`config.mk`:
```
export PLATFORM = sky130hd
export DESIGN_NAME = dtc_response_parser
export DESIGN_NICKNAME = d
export VERILOG_FILES = /design/src/hw/rtl/dtcrp_pkg.sv /design/src/hw/rtl/dtcrp_front.sv /design/src/hw/rtl/dtcrp_queue.sv /design/src/hw/rtl/dtcrp_back.sv /design/src/hw/rtl/dtc_response_parser.sv
export SDC_FILE = /design/constraint.sdc
export NUM_CORES = 1
export LEC_CHECK = 0
export BUFFER_PORTS_ARGS = -buffer_cell sky130_fd_sc_hd__buf_2
export CAP_MARGIN = 20
export CORE_ASPECT_RATIO = 1.2
export CORE_MARGIN = 2
export CORE_UTILIZATION = 45
export CTS_BUF_LIST = sky130_fd_sc_hd__clkbuf_4
export CTS_CLUSTER_SIZE = 24
export DETAILED_ROUTE_END_ITERATION = 8
export GPL_ROUTABILITY_DRIVEN = 0
export GPL_TIMING_DRIVEN = 0
export PLACE_DENSITY_LB_ADDON = 0.1
export SETUP_SLACK_MARGIN = 0.05
export SLEW_MARGIN = 20
export SYNTH_ARGS = -nofsm -noshare
export SYNTH_HDL_FRONTEND = slang
export SYNTH_SLANG_ARGS = --single-unit
```
`constraint.sdc`:
```
create_clock -name clk -period 5.7 [get_ports clk]
set_input_delay 0.285 -clock clk [delete_from_list [all_inputs] [get_ports clk]]
set_output_delay 0.285 -clock clk [all_outputs]
set_load 0.05 [all_outputs]
```
`src/hw/rtl/dtcrp_pkg.sv`:
```
// Package: types and constants of the trouble code response parser.
`default_nettype none
package dtcrp_pkg;

    // Defaults for the top-level parameters
    localparam int MAX_CODES_DEF   = 16;
    localparam int QUEUE_DEPTH_DEF = 4;

    // Field widths
    localparam int BYTE_W  = 8;
    localparam int TOTAL_W = 5;

    // Configuration register indexes
    localparam logic REG_REQ_SERVICE = 1'b0;
    localparam logic REG_RESP_OFFSET = 1'b1;

    // Register reset values
    localparam logic [BYTE_W-1:0] REQ_SERVICE_RST = 8'h03;
    localparam logic [BYTE_W-1:0] RESP_OFFSET_RST = 8'h40;

    // Result kinds and summary status codes
    localparam logic KIND_CODE    = 1'b0;
    localparam logic KIND_SUMMARY = 1'b1;
    localparam logic STATUS_OK    = 1'b0;
    localparam logic STATUS_BAD   = 1'b1;

    // One queue entry: the results caused by one input byte
    typedef struct packed {
        logic               has_code;
        logic               has_summary;
        logic [BYTE_W-1:0]  high_byte;
        logic [BYTE_W-1:0]  low_byte;
        logic [TOTAL_W-1:0] total;
        logic               status;
    } entry_t;

endpackage
`default_nettype wire

```
`src/hw/rtl/dtcrp_front.sv`:
```
// Front end: holds the registers and response state, classifies each byte.
`default_nettype none
module dtcrp_front #(
    parameter int MAX_CODES = dtcrp_pkg::MAX_CODES_DEF
) (
    input  wire logic                          clk,
    input  wire logic                          rst_n,
    input  wire logic                          cfg_we,
    input  wire logic                          cfg_index,
    input  wire logic [dtcrp_pkg::BYTE_W-1:0]  cfg_data,
    input  wire logic                          in_valid,
    input  wire logic [dtcrp_pkg::BYTE_W-1:0]  payload_byte,
    input  wire logic                          final_byte,
    input  wire logic                          queue_full,
    output logic                               push,
    output dtcrp_pkg::entry_t                  entry
);

    localparam int CNT_W = $clog2(MAX_CODES + 1);
    localparam logic [CNT_W-1:0] CNT_MAX = CNT_W'(MAX_CODES);

    logic [dtcrp_pkg::BYTE_W-1:0] req_service_reg;
    logic [dtcrp_pkg::BYTE_W-1:0] resp_offset_reg;

    logic                         seen_reg, seen_next;
    logic                         bad_reg, bad_next;
    logic                         held_reg, held_next;
    logic [dtcrp_pkg::BYTE_W-1:0] held_byte_reg, held_byte_next;
    logic [CNT_W-1:0]             count_reg, count_next;

    logic                         accept;
    logic                         svc_match;
    logic                         code_fire;
    logic                         bad_now;
    logic [CNT_W-1:0]             count_now;

    // Write configuration registers
    always_ff @(posedge clk or negedge rst_n)
    begin
        if (!rst_n)
        begin
            req_service_reg <= dtcrp_pkg::REQ_SERVICE_RST;
            resp_offset_reg <= dtcrp_pkg::RESP_OFFSET_RST;
        end
        else if (cfg_we)
        begin
            unique case (cfg_index)
                dtcrp_pkg::REG_REQ_SERVICE: req_service_reg <= cfg_data;
                dtcrp_pkg::REG_RESP_OFFSET: resp_offset_reg <= cfg_data;
                default: ;
            endcase
        end
    end

    assign accept    = in_valid && !queue_full;
    assign svc_match = ({1'b0, payload_byte} ==
                        ((dtcrp_pkg::BYTE_W+1)'(req_service_reg) +
                         (dtcrp_pkg::BYTE_W+1)'(resp_offset_reg)));

    // Advance the response state for an accepted byte
    always_comb
    begin
        seen_next      = seen_reg;
        bad_next       = bad_reg;
        held_next      = held_reg;
        held_byte_next = held_byte_reg;
        count_next     = count_reg;
        code_fire      = 1'b0;
        if (accept)
        begin
            if (!seen_reg)
            begin
                seen_next = 1'b1;
                bad_next  = !svc_match;
            end
            else if (!bad_reg)
            begin
                if (!held_reg)
                begin
                    held_byte_next = payload_byte;
                    held_next      = 1'b1;
                end
                else
                begin
                    held_next = 1'b0;
                    if ((held_byte_reg != '0 || payload_byte != '0) &&
                        count_reg < CNT_MAX)
                    begin
                        code_fire  = 1'b1;
                        count_next = count_reg + CNT_W'(1);
                    end
                end
            end
        end
        bad_now   = bad_next;
        count_now = count_next;
        // Clear the response state after the last byte
        if (accept && final_byte)
        begin
            seen_next      = 1'b0;
            bad_next       = 1'b0;
            held_next      = 1'b0;
            held_byte_next = '0;
            count_next     = '0;
        end
    end

    // Build the queue entry
    always_comb
    begin
        push              = accept && (code_fire || final_byte);
        entry.has_code    = code_fire;
        entry.has_summary = final_byte;
        entry.high_byte   = held_byte_reg;
        entry.low_byte    = payload_byte;
        entry.total       = bad_now ? '0 : dtcrp_pkg::TOTAL_W'(count_now);
        entry.status      = bad_now ? dtcrp_pkg::STATUS_BAD : dtcrp_pkg::STATUS_OK;
    end

    always_ff @(posedge clk or negedge rst_n)
    begin
        if (!rst_n)
        begin
            seen_reg      <= 1'b0;
            bad_reg       <= 1'b0;
            held_reg      <= 1'b0;
            held_byte_reg <= '0;
            count_reg     <= '0;
        end
        else
        begin
            seen_reg      <= seen_next;
            bad_reg       <= bad_next;
            held_reg      <= held_next;
            held_byte_reg <= held_byte_next;
            count_reg     <= count_next;
        end
    end

endmodule
`default_nettype wire

```
`src/hw/rtl/dtcrp_queue.sv`:
```
// Short entry queue between the front end and the result stage.
`default_nettype none
module dtcrp_queue #(
    parameter int DEPTH = dtcrp_pkg::QUEUE_DEPTH_DEF
) (
    input  wire logic              clk,
    input  wire logic              rst_n,
    input  wire logic              push,
    input  wire dtcrp_pkg::entry_t push_data,
    input  wire logic              pop,
    output dtcrp_pkg::entry_t      head,
    output logic                   empty,
    output logic                   full
);

    localparam int PTR_W = (DEPTH > 1) ? $clog2(DEPTH) : 1;
    localparam int CNT_W = $clog2(DEPTH + 1);

    dtcrp_pkg::entry_t slots_reg [DEPTH];
    logic [PTR_W-1:0]  wr_ptr_reg, wr_ptr_next;
    logic [PTR_W-1:0]  rd_ptr_reg, rd_ptr_next;
    logic [CNT_W-1:0]  count_reg, count_next;
    logic              do_push;
    logic              do_pop;

    assign empty   = (count_reg == '0);
    assign full    = (count_reg == CNT_W'(DEPTH));
    assign head    = slots_reg[rd_ptr_reg];
    assign do_push = push && !full;
    assign do_pop  = pop && !empty;

    // Advance pointers with wrap at the queue depth
    always_comb
    begin
        wr_ptr_next = wr_ptr_reg;
        rd_ptr_next = rd_ptr_reg;
        count_next  = count_reg;
        if (do_push)
            wr_ptr_next = (wr_ptr_reg == PTR_W'(DEPTH - 1)) ? '0 : wr_ptr_reg + PTR_W'(1);
        if (do_pop)
            rd_ptr_next = (rd_ptr_reg == PTR_W'(DEPTH - 1)) ? '0 : rd_ptr_reg + PTR_W'(1);
        if (do_push && !do_pop)
            count_next = count_reg + CNT_W'(1);
        else if (do_pop && !do_push)
            count_next = count_reg - CNT_W'(1);
    end

    always_ff @(posedge clk or negedge rst_n)
    begin
        if (!rst_n)
        begin
            wr_ptr_reg <= '0;
            rd_ptr_reg <= '0;
            count_reg  <= '0;
        end
        else
        begin
            wr_ptr_reg <= wr_ptr_next;
            rd_ptr_reg <= rd_ptr_next;
            count_reg  <= count_next;
        end
    end

    // Store the pushed entry
    always_ff @(posedge clk)
    begin
        if (do_push)
            slots_reg[wr_ptr_reg] <= push_data;
    end

endmodule
`default_nettype wire

```
`src/hw/rtl/dtcrp_back.sv`:
```
// Result stage: expands queue entries into code and summary results.
`default_nettype none
module dtcrp_back (
    input  wire logic                          clk,
    input  wire logic                          rst_n,
    input  wire dtcrp_pkg::entry_t             head,
    input  wire logic                          head_empty,
    output logic                               pop,
    output logic                               out_valid,
    input  wire logic                          out_stall,
    output logic                               item_kind,
    output logic [1:0]                         category,
    output logic [1:0]                         first_digit,
    output logic [3:0]                         second_digit,
    output logic [3:0]                         third_digit,
    output logic [3:0]                         fourth_digit,
    output logic [15:0]                        raw_code,
    output logic [dtcrp_pkg::TOTAL_W-1:0]      code_total,
    output logic                               result_status,
    output logic                               end_of_run
);

    logic        valid_reg, valid_next;
    logic        phase_reg, phase_next;
    logic        load;
    logic        head_valid;
    logic        emit_sum;

    logic        kind_reg;
    logic [7:0]  hi_reg;
    logic [7:0]  lo_reg;
    logic [dtcrp_pkg::TOTAL_W-1:0] total_reg;
    logic        status_reg;
    logic        eor_reg;

    assign head_valid = !head_empty;
    assign load       = !valid_reg || !out_stall;
    assign emit_sum   = head.has_summary && (phase_reg || !head.has_code);
    assign pop        = load && head_valid && (emit_sum || !head.has_summary);

    // Step through the results of the head entry
    always_comb
    begin
        valid_next = valid_reg;
        phase_next = phase_reg;
        if (load)
        begin
            valid_next = head_valid;
            if (head_valid)
                phase_next = !emit_sum && head.has_code && head.has_summary;
        end
    end

    always_ff @(posedge clk or negedge rst_n)
    begin
        if (!rst_n)
        begin
            valid_reg <= 1'b0;
            phase_reg <= 1'b0;
        end
        else
        begin
            valid_reg <= valid_next;
            phase_reg <= phase_next;
        end
    end

    // Load the output register on a free slot
    always_ff @(posedge clk)
    begin
        if (load && head_valid)
        begin
            kind_reg   <= emit_sum ? dtcrp_pkg::KIND_SUMMARY : dtcrp_pkg::KIND_CODE;
            hi_reg     <= emit_sum ? '0 : head.high_byte;
            lo_reg     <= emit_sum ? '0 : head.low_byte;
            total_reg  <= head.total;
            status_reg <= emit_sum ? head.status : dtcrp_pkg::STATUS_OK;
            eor_reg    <= emit_sum || !head.has_summary;
        end
    end

    assign out_valid     = valid_reg;
    assign item_kind     = kind_reg;
    assign category      = hi_reg[7:6];
    assign first_digit   = hi_reg[5:4];
    assign second_digit  = hi_reg[3:0];
    assign third_digit   = lo_reg[7:4];
    assign fourth_digit  = lo_reg[3:0];
    assign raw_code      = {hi_reg, lo_reg};
    assign code_total    = total_reg;
    assign result_status = status_reg;
    assign end_of_run    = eor_reg;

endmodule
`default_nettype wire

```
`src/hw/rtl/dtc_response_parser.sv`:
```
// Top level of the trouble code response parser.
//
//   channel   direction  handshake              payload
//   cfg       in         cfg_we                 cfg_index, cfg_data
//   in        in         in_valid / in_stall    payload_byte, final_byte
//   out       out        out_valid / out_stall  item_kind ... end_of_run
//
// One byte is taken per cycle while in_stall is low; a code result goes
// from the byte that completes it through the queue write, then the output
// register, plus any queue wait. A last byte that also completes a code
// gives two results, the code and then the summary, one after the other
// from the single output register. in_stall rises only when the
// QUEUE_DEPTH-entry queue is full. Reset loads the registers with service 3
// and offset 64 and clears the response state; no clearing pass is needed.
`default_nettype none
module dtc_response_parser #(
    parameter int MAX_CODES   = dtcrp_pkg::MAX_CODES_DEF,
    parameter int QUEUE_DEPTH = dtcrp_pkg::QUEUE_DEPTH_DEF
) (
    input  wire logic                          clk,
    input  wire logic                          rst_n,
    input  wire logic                          cfg_we,
    input  wire logic                          cfg_index,
    input  wire logic [dtcrp_pkg::BYTE_W-1:0]  cfg_data,
    input  wire logic                          in_valid,
    output logic                               in_stall,
    input  wire logic [dtcrp_pkg::BYTE_W-1:0]  payload_byte,
    input  wire logic                          final_byte,
    output logic                               out_valid,
    input  wire logic                          out_stall,
    output logic                               item_kind,
    output logic [1:0]                         category,
    output logic [1:0]                         first_digit,
    output logic [3:0]                         second_digit,
    output logic [3:0]                         third_digit,
    output logic [3:0]                         fourth_digit,
    output logic [15:0]                        raw_code,
    output logic [dtcrp_pkg::TOTAL_W-1:0]      code_total,
    output logic                               result_status,
    output logic                               end_of_run
);

    logic              push;
    logic              pop;
    logic              q_full;
    logic              q_empty;
    dtcrp_pkg::entry_t push_entry;
    dtcrp_pkg::entry_t head_entry;

    assign in_stall = q_full;

    dtcrp_front #(
        .MAX_CODES (MAX_CODES)
    ) u_front (
        .clk          (clk),
        .rst_n        (rst_n),
        .cfg_we       (cfg_we),
        .cfg_index    (cfg_index),
        .cfg_data     (cfg_data),
        .in_valid     (in_valid),
        .payload_byte (payload_byte),
        .final_byte   (final_byte),
        .queue_full   (q_full),
        .push         (push),
        .entry        (push_entry)
    );

    dtcrp_queue #(
        .DEPTH (QUEUE_DEPTH)
    ) u_queue (
        .clk       (clk),
        .rst_n     (rst_n),
        .push      (push),
        .push_data (push_entry),
        .pop       (pop),
        .head      (head_entry),
        .empty     (q_empty),
        .full      (q_full)
    );

    dtcrp_back u_back (
        .clk           (clk),
        .rst_n         (rst_n),
        .head          (head_entry),
        .head_empty    (q_empty),
        .pop           (pop),
        .out_valid     (out_valid),
        .out_stall     (out_stall),
        .item_kind     (item_kind),
        .category      (category),
        .first_digit   (first_digit),
        .second_digit  (second_digit),
        .third_digit   (third_digit),
        .fourth_digit  (fourth_digit),
        .raw_code      (raw_code),
        .code_total    (code_total),
        .result_status (result_status),
        .end_of_run    (end_of_run)
    );

endmodule
`default_nettype wire

```
==> summary.txt <==
initial DRC count: 172
Hold Vio Cnt, Final: 0
startpoint types: flip-flop
Pins Over Slew Limit: 0
Critical Path Max Stage Delay: 0.42 ns
Most used DFF post-synth: edfxtp_1
simple-gate portion of the synthesized area: 6.27%
Post-Syn Instances: 385
register area share after synthesis: 69.8%
# fillers: 1,198
root buffer cell: clkbuf_4
Post-Syn Area per Cell: 17.3 sq um
area share of the largest cell type after synthesis: 54.3%
layout cells sized above 1: 33.9%
Post-Syn Area: 6640 sq um
port bufs: 64
fmax: 0.309 GHz
multiplexer share of the synthesized area: 11.5%
post-CTS setup buffer count: 0
CP top delay family: simple AND/OR/NAND/NOR gates
most common cell after layout, fill and taps aside: edfxtp_1
wire per inst: 17.0 um
core footprint: 14,400 sq um
commonest non-fill, non-tap cells in the layout: 120 x edfxtp_1, 67 x buf_2, 38 x dfrtp_1
CP Data Arrival Time: 3.72 ns
CTS buffer count: 17
via count: 3,520
critical path cell sequence: or3b_1 > buf_6 > nand4b_1 > nor4bb_1 > clkbuf_1 > nand2b_1 > clkbuf_1 > ha_1 > inv_1 > fa_1 > xor2_1 > nor2_1 > xor2_1
worst-skew pair later-pin latency: 0.56 ns
Clock Pin Slew Worst Setup and Hold Paths: 0.13 ns
CP max-delay cell: dfrtp_1
post-route ant nets: 0
hold endpoint: u_front.resp_offset_reg[4]$_DFFE_PN0P_
largest net degree at the start of global routing: 42
max-cap violations: 0
CTS-repair resized insts: 0
area delta synth->final: 17.0%
critical path class: flip-flop to flip-flop
global-route wire length before repair: 18,300 um
First-pass DRT Iterations: 4
XOR/XNOR share of the synthesized area: 2.24%
GRT Overall Usage: 16.0%
total negative slack: 0 ns
nets: 529
HP Class: input pin to flip-flop
status: completed
Worst Hold Depth: 3
RSZ-0062 raised after global routing: no
Die W: 115 um
R2R setup slack: 2.47 ns
synthesis warning total: 0
Worst EP required: 6.19 ns
hold wc startpoint: cfg_index
largest family of logic cells by synthesized area: multiplexers
fin crit share: 56.7%
peak supply drop: 0.220 mV
Crit Path Max Fanout: 9
vias in the first global route: 3,475
Crit Reg-Reg Endpoint: u_queue.count_reg[2]$_DFFE_PN0P_
aggregate global routing overflow: 0
starting density of the core: 46.1%
Compound-Gate Fraction of Synth Area: 3.67%
Worst slew margin: 33.5%
die area: 15,800 sq um
standard-cell rows: 48
Final Total Pwr: 0.00418 W
IO Pins: 65
max reg flops: 96
DRC viols: 0
chip height: 137 um
FF-to-FF Start: u_queue.count_reg[2]$_DFFE_PN0P_
synthesized flop and latch total: 161
worst r2r path cells: 13
Syn Nets: 425
critical path capture point type: flip-flop
Synth Area in Adders: 3.43%
Buf/Inv on CP: 4
TritonCTS clock tree: built
initial antenna violation count: 1
DRT Wirelength: 11,500 um
Yosys top cell by area: edfxtp_1
routed vias/inst: 5.19
clock buffer depth: 2
Post-synth EDFFs: 120
Final min period: 3.23 ns
Async S/R FF share, synth: 25.5%
worst slew pin tran: 0.990 ns
Clock Sink Count: 161
hold_buf cts: 20
top cells by area, synth: edfxtp_1 54%, dfrtp_1 14%, mux4_2 8.1%
pwr dens: 538 nW/um^2
detailed placement HPWL: 7700 um
Distinct cells, synth: 45
Final setup viols: 0
WHS: 0.353 ns
LEAKAGE: 2.97 nW
Worst Skew: 0.0177 ns
H-tree depth: 4
==> worst max-delay path by stage <==
stage,start,endpoint,slack [ns],cells after the start
after floorplan,u_back.out_valid$_DFFE_PN0N_,u_queue.count_reg[1]$_DFFE_PN0P_,2.33,7
after global placement,u_queue.count_reg[0]$_DFFE_PN0P_,u_queue.count_reg[1]$_DFFE_PN0P_,1.58,8
after detailed placement,u_queue.count_reg[0]$_DFFE_PN0P_,u_queue.count_reg[2]$_DFFE_PN0P_,2.46,13
after CTS,u_queue.count_reg[0]$_DFFE_PN0P_,u_queue.count_reg[2]$_DFFE_PN0P_,2.43,13
after global routing,u_queue.count_reg[0]$_DFFE_PN0P_,u_queue.count_reg[2]$_DFFE_PN0P_,2.09,13
final,u_queue.count_reg[2]$_DFFE_PN0P_,u_queue.count_reg[2]$_DFFE_PN0P_,2.47,13
==> final cells by class <==
class                      instances  area, sq um  area share, %
multi-input combinational        188         1820           23.4
clock buffer                      17          128           1.64
timing repair buffer              85          548           7.05
clock inverter                    15          215           2.77
tap                              175          219           2.82
buffer                            28          176           2.27
sequential                       161         4630           59.6
inverter                           8         30.0          0.386
antenna                            1         2.50         0.0322
==> synthesized netlist by cell type, drive strengths merged, types with 8 or more instances <==
master / count
a21oi: 10
and2: 8
a22o: 8
mux4: 24
xnor2: 9
dfrtp: 38
mux2: 19
xor2: 8
buf: 21
ha: 15
nor2: 18
edfxtp: 120
nor2b: 18
inv: 8
nand2: 11
==> worst min-delay path: stages <==
cell	delay [ns]
buf_2	0.10
nand2_1	0.28
mux2_2	0.22
==> through the flow <==
stage | utilization [%] | cells | setup slack (ns) | cell area [sq um]
global placement | 49.8 | 624 | 1.58 | 7180
detailed placement | 50.1 | 625 | 2.46 | 7220
CTS | 53.9 | 677 | 2.43 | 7770
floorplan | - | 385 | 2.33 | 6640
global route | 53.9 | 678 | 2.09 | 7770
finish | 53.9 | 678 | 2.47 | 7770
==> kinds of logic (layout without fill, tap and decap cells) <==
logic type               Yosys count  in the layout
AO/OA/AOI/OAI                     33             33
adder cells (fa/ha/maj)           17             17
AND/OR/NAND/NOR                   77             77
flip-flops                       161            161
XOR/XNOR                          17             17
other                              0              1
multiplexers                      44             44
buffers and inverters             36            153
==> power breakdown <==
part           switching [W]  internal (W)  leakage [nW]
combinational        0.00106      0.000604          1.17
sequential          0.000125       0.00161          1.63
clock               0.000394      0.000389         0.171
==> per-layer routing <==
layer | GRT usage, % | wire length [um] | up-vias
li1 | - | - | 1659
met3 | 4.38 | 397 | 19
met2 | 26.6 | 5990 | 66
met4 | 6.43 | 210 | 0
met1 | 20.0 | 4920 | 1776
met5 | 0 | 0 | -
(Power assumes the default switching activity.)
